===== config.mk =====
export PLATFORM = sky130hd
export DESIGN_NAME = nld_loss_mem
export DESIGN_NICKNAME = d
export VERILOG_FILES = /design/src/hw/rtl/nld_pkg.sv /design/src/hw/rtl/nld_loss_mem.sv
export SDC_FILE = /design/constraint.sdc
export NUM_CORES = 2
export LEC_CHECK = 0
export BUFFER_PORTS_ARGS = -buffer_cell sky130_fd_sc_hd__clkbuf_2
export CAP_MARGIN = 20
export CELL_PAD_IN_SITES_DETAIL_PLACEMENT = 0
export CELL_PAD_IN_SITES_GLOBAL_PLACEMENT = 1
export CORE_MARGIN = 1
export CORE_UTILIZATION = 51
export CTS_CLUSTER_DIAMETER = 200
export DETAILED_ROUTE_END_ITERATION = 6
export PLACE_DENSITY_LB_ADDON = 0.1
export SLEW_MARGIN = 20
export SYNTH_ARGS = -nofsm -noshare
export SYNTH_HDL_FRONTEND = slang
export SYNTH_SLANG_ARGS = --single-unit

===== constraint.sdc =====
create_clock -name aclk -period 3 [get_ports aclk]
set_input_delay 0.3 -clock aclk [delete_from_list [all_inputs] [get_ports aclk]]
set_output_delay 0.3 -clock aclk [all_outputs]
set_load 0.01 [all_outputs]

===== src/hw/rtl/nld_pkg.sv =====
// ----------------------------------------------------------------------------
// nld_pkg
// shared types and constants of the node label decision block
// ----------------------------------------------------------------------------
package nld_pkg;

    localparam int MAX_STATES = 16;
    localparam int VALUE_BITS = 16;
    localparam int LOSS_BITS  = 16;
    localparam int ROW_BITS   = $clog2(MAX_STATES);
    localparam int ADDR_BITS  = 2 * ROW_BITS;
    localparam int PROD_BITS  = VALUE_BITS + LOSS_BITS;
    localparam int SUM_BITS   = PROD_BITS + ROW_BITS;
    localparam int CNT_BITS   = ROW_BITS + 1;

    localparam logic [LOSS_BITS-1:0] LOSS_ONE  = 16'h8000;
    localparam logic [LOSS_BITS-1:0] LOSS_ZERO = 16'h0000;

    localparam logic KIND_POTENTIAL = 1'b0;
    localparam logic KIND_LOSS      = 1'b1;

    localparam logic REG_USE_LOSS   = 1'b0;
    localparam logic REG_NUM_STATES = 1'b1;

    localparam logic [CNT_BITS-1:0] MIN_STATES_CNT = CNT_BITS'(2);
    localparam logic [CNT_BITS-1:0] MAX_STATES_CNT = CNT_BITS'(MAX_STATES);

    typedef enum logic [1:0] {
        ST_IDLE,
        ST_ISSUE,
        ST_DRAIN,
        ST_OUT
    } state_t;

endpackage


===== src/hw/rtl/nld_loss_mem.sv =====
// ----------------------------------------------------------------------------
// nld_loss_mem
// loss table memory, registered read, entries never written read as
// the default matrix (one off the diagonal, zero on it)
// ----------------------------------------------------------------------------
module nld_loss_mem
    import nld_pkg::*;
(
    input  logic                 aclk,
    input  logic                 aresetn,
    input  logic                 wr_en,
    input  logic [ADDR_BITS-1:0] wr_addr,
    input  logic [LOSS_BITS-1:0] wr_data,
    input  logic [ADDR_BITS-1:0] rd_addr,
    output logic [LOSS_BITS-1:0] rd_data
);

    localparam int DEPTH = MAX_STATES * MAX_STATES;

    logic [LOSS_BITS-1:0] mem [DEPTH];
    logic [DEPTH-1:0]     valid_reg;
    logic [LOSS_BITS-1:0] rd_q_reg;
    logic                 rd_valid_reg;
    logic                 rd_diag_reg;

    always_ff @(posedge aclk) begin
        if (wr_en) begin
            mem[wr_addr] <= wr_data;
        end
        rd_q_reg <= mem[rd_addr];
    end

    always_ff @(posedge aclk) begin
        if (!aresetn) begin
            valid_reg    <= '0;
            rd_valid_reg <= 1'b0;
            rd_diag_reg  <= 1'b0;
        end else begin
            if (wr_en) begin
                valid_reg[wr_addr] <= 1'b1;
            end
            rd_valid_reg <= valid_reg[rd_addr];
            rd_diag_reg  <= (rd_addr[ADDR_BITS-1:ROW_BITS] == rd_addr[ROW_BITS-1:0]);
        end
    end

    assign rd_data = rd_valid_reg ? rd_q_reg : (rd_diag_reg ? LOSS_ZERO : LOSS_ONE);

endmodule

# Word-level counts from Yosys, hierarchy flattened
# Memory sizes are Yosys's and may differ from the RTL's. A register that Yosys moved wholly into a read port is not among the register bits.
# Cells that the tools add are included.
totals:
  register_bits: 258
  ram_bits: 4096
  inputBits: 35
  output_inout_bits: 16
  n_memories: 1
classes:
  bitwise_logic: 1
  order_cmp: 3
  n_eq_ne: 1
  reduce_logical: 1
  n_mux: 8
mem_list:
  columns: ["name", "depth", "word_bits", "rd", "rd_ports_with_merged_regs", "write_ports", "line_no", "source"]
  rows:
  - ["mem", 256, 16, 1, 1, 1, "nld_loss_mem.sv:20", "logic [LOSS_BITS-1:0] mem [DEPTH];"]
ops:
  columns: ["operator", "n"]
  rows:
  - ["256-bit OR", 1]
  - ["16-bit 2-to-1 mux", 2]
  - ["8-bit by 9-bit less-than comparator with 1-bit output (second input constant)", 2]
  - ["1-bit binary-select mux with 8-bit select", 1]
  - ["1-bit demux with 8-bit select", 1]
  - ["8-bit by 1-bit greater-or-equal comparator with 1-bit output (second input constant)", 1]
  - ["4-bit equality test", 1]
  - ["1-bit 2-to-1 mux", 4]
  - ["1-bit logical AND", 1]

# Logic depth before layout (Yosys ltp)
depth:
  ltp_word: 5
  depth_mapped: 13

# Least setup slack after synthesis
# OpenSTA, ideal clock, no wires.
synth_path:
  path_type: "input to register"
  start: "in wr_en"
  end: "mem mem[207][0], enable pin"
  arrival_ns: 2.273
  path_stages: 5
  setup_slack_ns: 0.337
  setup_ns: 0.390
  required_ns: 2.610
  n_path_buf: 3
  path_cell_list: "clkbuf_1 or4b_2 clkbuf_1 clkbuf_1 nor2_1"
synth_via:
  elab_chain_cells: 2
synth_lines:
  columns: ["element", "line_no", "source"]
  rows:
  - ["start, declared", "nld_loss_mem.sv:11", "input logic wr_en,"]
  - ["1-bit 2-to-1 mux", "nld_loss_mem.sv:27", "if (wr_en) begin"]
  - ["1-bit 2-to-1 mux (implied by the code)", "nld_loss_mem.sv:28", "mem[wr_addr] <= wr_data;"]
  - ["end, declared", "nld_loss_mem.sv:20", null]
# No other way between the ends.

==> results.txt <==
The run finished with clean final reports. After synthesis the netlist holds a flip-flop and latch count of between 4,000 and 5,000. The worst setup path is of the flop to flop kind.

The count of endpoints failing hold in the final timing report came to 0. The critical path launch point type is a flop. The die height is 575 µm. In this run the core area contains around 210 standard-cell rows. The number of antenna violations at the first check in global routing is 37. In this run the worst setup path begins at mem[142][7]. The number of H-tree levels came out at 5. Setup repair after global routing left no endpoint under its margin. During I/O placement, the number of pins put on the boundary was 51. In this run the worst path has a maximum fanout of 1. The synthesized design spends more area on one cell type than any other, namely sky130_fd_sc_hd__edfxtp_1. The starting density of the core is about half. The final route contains roughly 86,000 vias.

The number of inserted filler cells in the final layout came out at around 23,000. The final worst hold slack came out at 0.154 ns. The mean instance size in the synthesized netlist came out at 22.0 µm². The data required time at the worst endpoint is approximately 3.9 ns. The net count of the mapped netlist came out at between 7,000 and 8,000. The clock slew seen by the registers of the worst setup and hold paths came out at approximately 0.06 ns. The die covers ~330,000 µm². The worst setup slack after placement came out at -0.913 ns. The smallest setup slack after layout came out at about 0.042 ns.

The achievable frequency is 0.338 GHz. The period utilization came out at a little over nine tenths. The growth of design area from synthesis to finish is 16.8%. The path with the worst hold slack has its endpoint at mem[248][9]. The global placer's final weighted congestion came out at around 0.95. The total area inside the core boundary comes to between 300,000 and 400,000 µm². The first-pass GRT wire length is 676,000 µm. The class of the worst hold path is input port to flop. The instance area at placement came out at 181,000 µm². The largest voltage drop on the vdd net came out at ~0.00055 V. The tree built by TritonCTS fans out to 4,370 sinks.

TritonCTS built the clock tree. The cell depth of the worst min-delay path is 4. The analysis attributes to cell leakage a power of 62.6 nW. The remaining antenna violation count after routing is 0. By area the synthesized netlist is led by sky130_fd_sc_hd__edfxtp_1 74%, sky130_fd_sc_hd__mux4_2 15%, sky130_fd_sc_hd__dfxtp_1 3.3%. After the last flow step, the layout net total stands at 8,725. The clock passes through at most 4 buffers. The shortest period the worst path allows came out at 2.96 ns.

The proportion of layout cells with a drive suffix above 1 is between 30% and 40%. The final layout contains routed wiring with a total length of just under 500,000 µm. The critical path's most frequent cell is sky130_fd_sc_hd__or4_1. The proportion of register bits with asynchronous set or reset after synthesis came out at 0%. Counting flops with a built-in enable in the synthesized netlist gives 4,096. The first routing iteration left around 11,000 violations. The number of slew-limit violations in the final report came to 0. The post-route DRC violation count came out at 0. The count of cell types in the netlist is 67. The sequential share of the synthesized area came out at approximately three quarters. The worst setup skew after layout came out at between 0.04 and 0.05 ns. Counting instances in the post-synthesis netlist gives the leading cell types as 4,096 x sky130_fd_sc_hd__edfxtp_1, 1,112 x sky130_fd_sc_hd__mux4_2, 284 x sky130_fd_sc_hd__nor2_1. The number of flip-flops in the largest register came out at between 4,000 and 5,000. In this run the critical register-to-register path is captured at rd_q_reg[7]. Walking the worst path, the cells encountered are mux4_1 > nor3_1 > or4_1 > or4_1 > nor4_2 > buf_4 > and3_1. Once layout is done, the placed cells without fillers occupy roughly 200,000 µm².

The worst hold path begins at wr_addr[7]. The worst register-to-register path begins at mem[142][7]. The worst relative slew slack came out at between 15 and 20%. Data on the critical path arrives at its endpoint at 3.86 ns. In the synthesized netlist, the number of instances is roughly 7,600.

Among all flip-flop cells after synthesis, the most frequent one is sky130_fd_sc_hd__edfxtp_1. The port buffer count came out at 50. Max-cap violations in this run came to 0.

The via density per instance came out at roughly 6.4. The count of non-filler cells in the finished layout came out at between 10,000 and 15,000. The count of final setup violators is 0. The final HPWL from detailed placement came out at approximately 310,000 µm.

On the critical path, the stage with the largest delay is an instance of sky130_fd_sc_hd__or4_1. The share of Yosys cell area claimed by the top area cell type is 73.6%. In the post-synthesis netlist, the cell with the most instances is sky130_fd_sc_hd__edfxtp_1. Once the clock tree was built, the setup fixing pass inserted 0 buffers. The Yosys warning count came out at 0.

The residual overflow from global routing came out at 0. The number of placed instances, taps included came out at around 13,000. The first detailed-routing pass took 6 iterations. The worst reg-to-reg setup slack came out at 0.04 ns.

Summing every instance area after synthesis gives between 150,000 and 200,000 µm². The worst setup path is captured at a flop. The overall die width came out at 575 µm.

The total clock buffers created by CTS came out at ~440. The tree is rooted in a sky130_fd_sc_hd__clkbuf_16. The buffering stage count on the worst path with inverters included is 1. The cell count of the worst reg-to-reg path came out at 7.

The all-layer global routing usage is between 20% and 30%. The largest stage delay on the critical path came out at approximately 0.74 ns. The routed wirelength normalized by instance count is about 36 µm. The largest net degree at the start of global routing is between 100 and 150. The total power divided by cell area is approximately 650 nW/µm². The clock insertion delay at the later pin of the skew report came out at a little under 1 ns. The kind of cell with the highest combined delay on the critical path is simple AND/OR/NAND/NOR gates. The via count of the first global-routing pass came out at between 80,000 and 90,000.

For the pin with the worst max-slew slack, the measured transition is ~1.2 ns.
[cells in the final DEF (no fill, tap or decap), types with 12 or more instances in the layout]
master | synthesis | final
sky130_fd_sc_hd__nor4_1 | 87 | 83
sky130_fd_sc_hd__edfxtp_1 | 4096 | 4096
sky130_fd_sc_hd__a21oi_1 | 24 | 24
sky130_fd_sc_hd__diode_2 | 0 | 34
sky130_fd_sc_hd__o22ai_1 | 103 | 103
sky130_fd_sc_hd__mux4_2 | 1112 | 1112
sky130_fd_sc_hd__and2_1 | 21 | 20
sky130_fd_sc_hd__clkbuf_1 | 185 | 100
sky130_fd_sc_hd__dfxtp_1 | 274 | 273
sky130_fd_sc_hd__nand2_1 | 84 | 84
sky130_fd_sc_hd__o21ai_0 | 26 | 25
sky130_fd_sc_hd__nand3_1 | 86 | 80
sky130_fd_sc_hd__o32ai_1 | 22 | 22
sky130_fd_sc_hd__nor3_1 | 68 | 67
sky130_fd_sc_hd__clkinvlp_4 | 0 | 27
sky130_fd_sc_hd__o31ai_1 | 13 | 13
sky130_fd_sc_hd__nor2_2 | 0 | 104
sky130_fd_sc_hd__nor2b_1 | 15 | 12
sky130_fd_sc_hd__o21a_1 | 256 | 256
sky130_fd_sc_hd__clkinv_2 | 0 | 78
sky130_fd_sc_hd__or4_1 | 75 | 75
sky130_fd_sc_hd__or3_1 | 14 | 14
sky130_fd_sc_hd__buf_4 | 66 | 872
sky130_fd_sc_hd__buf_12 | 7 | 177
sky130_fd_sc_hd__buf_8 | 7 | 17
sky130_fd_sc_hd__mux2i_1 | 135 | 135
sky130_fd_sc_hd__clkinv_1 | 1 | 93
sky130_fd_sc_hd__clkbuf_8 | 0 | 16
sky130_fd_sc_hd__nand4_1 | 27 | 27
sky130_fd_sc_hd__a22oi_1 | 126 | 126
sky130_fd_sc_hd__clkbuf_2 | 1 | 26
sky130_fd_sc_hd__dlygate4sd3_1 | 0 | 17
sky130_fd_sc_hd__bufinv_16 | 0 | 40
sky130_fd_sc_hd__a211oi_1 | 35 | 34
sky130_fd_sc_hd__nor2_1 | 284 | 179
sky130_fd_sc_hd__clkbuf_16 | 0 | 447
[how the worst max path moves through the flow]
| stage | end | slack (ns) | cells past startpoint |
|---|---|---|---|
| after global placement | rd_q_reg[8] | -1.65 | 14 |
| after global routing | rd_q_reg[12] | 0.08 | 7 |
| after detailed placement | rd_q_reg[7] | -0.91 | 11 |
| after CTS | rd_q_reg[7] | 0.05 | 7 |
| after floorplan | mem[207][0] | 0.34 | 5 |
| final | rd_q_reg[7] | 0.04 | 7 |
[worst register-to-register path, cell delays in order (launching register included)]
cell and delay (ns):
sky130_fd_sc_hd__edfxtp_1 0.32, sky130_fd_sc_hd__mux4_1 0.24, sky130_fd_sc_hd__nor3_1 0.06, sky130_fd_sc_hd__or4_1 0.59, sky130_fd_sc_hd__or4_1 0.74, sky130_fd_sc_hd__nor4_2 0.54, sky130_fd_sc_hd__buf_4 0.24, sky130_fd_sc_hd__and3_1 0.16
[stage by stage]
step	total power [mW]	utilization (%)	setup TNS, ns
2_1_floorplan	71.1	-	0
3_3_place_gp	74.4	55.6	-12.49
3_5_place_dp	74.5	55.6	-10.74
4_1_cts	128	60.0	0
5_1_grt	131	60.0	0
6_report	128	60.1	0
[power breakdown]
part,switching [mW],internal (mW)
registers,0.110,66.8
logic,3.93,2.43
clock network,23.3,31.2
[per-layer routing]
| metal | track usage [%] | vias to the layer above | wire length (µm) |
|---|---|---|---|
| li1 | - | 34580 | - |
| met1 | 42.6 | 46637 | 194000 |
| met2 | 45.3 | 4038 | 226000 |
| met3 | 5.46 | 659 | 44000 |
| met4 | 10.6 | 12 | 19800 |
| met5 | 0 | - | 56 |
[logic make-up (layout without fill, tap and decap cells)]
| kind of cell | Yosys count | in the layout | synth area share [%] |
|---|---|---|---|
| DFF | 4370 | 4370 | 76.9 |
| buffers and inverters | 478 | 1940 | 1.72 |
| AOI/OAI and AO/OA | 667 | 667 | 2.88 |
| muxes | 1260 | 1260 | 16.0 |
| other | 0 | 34 | 0 |
| and+or+nand+nor | 828 | 828 | 2.55 |
| xor gates and xnor gates | 4 | 4 | 0.0210 |
[final cells by class]
class                      count  area (µm²)  area share (%)
antenna                       34        85.1          0.0436
clock buffer                 561       11800            6.02
tap                         4325        5410            2.77
sequential                  4370      128000            65.8
inverter                       5        28.8          0.0147
timing repair buffer        1113       10700            5.48
clock inverter               261        2540            1.30
multi-input combinational   2759       36200            18.5
[timing repair]
item,4_1_cts,5_1_grt
setup endpoints to repair,2,0
resized for setup,2,0
hold endpoints to repair,1390,0
hold buffers,17,0
No activity file was read; power rests on OpenSTA's default activity.
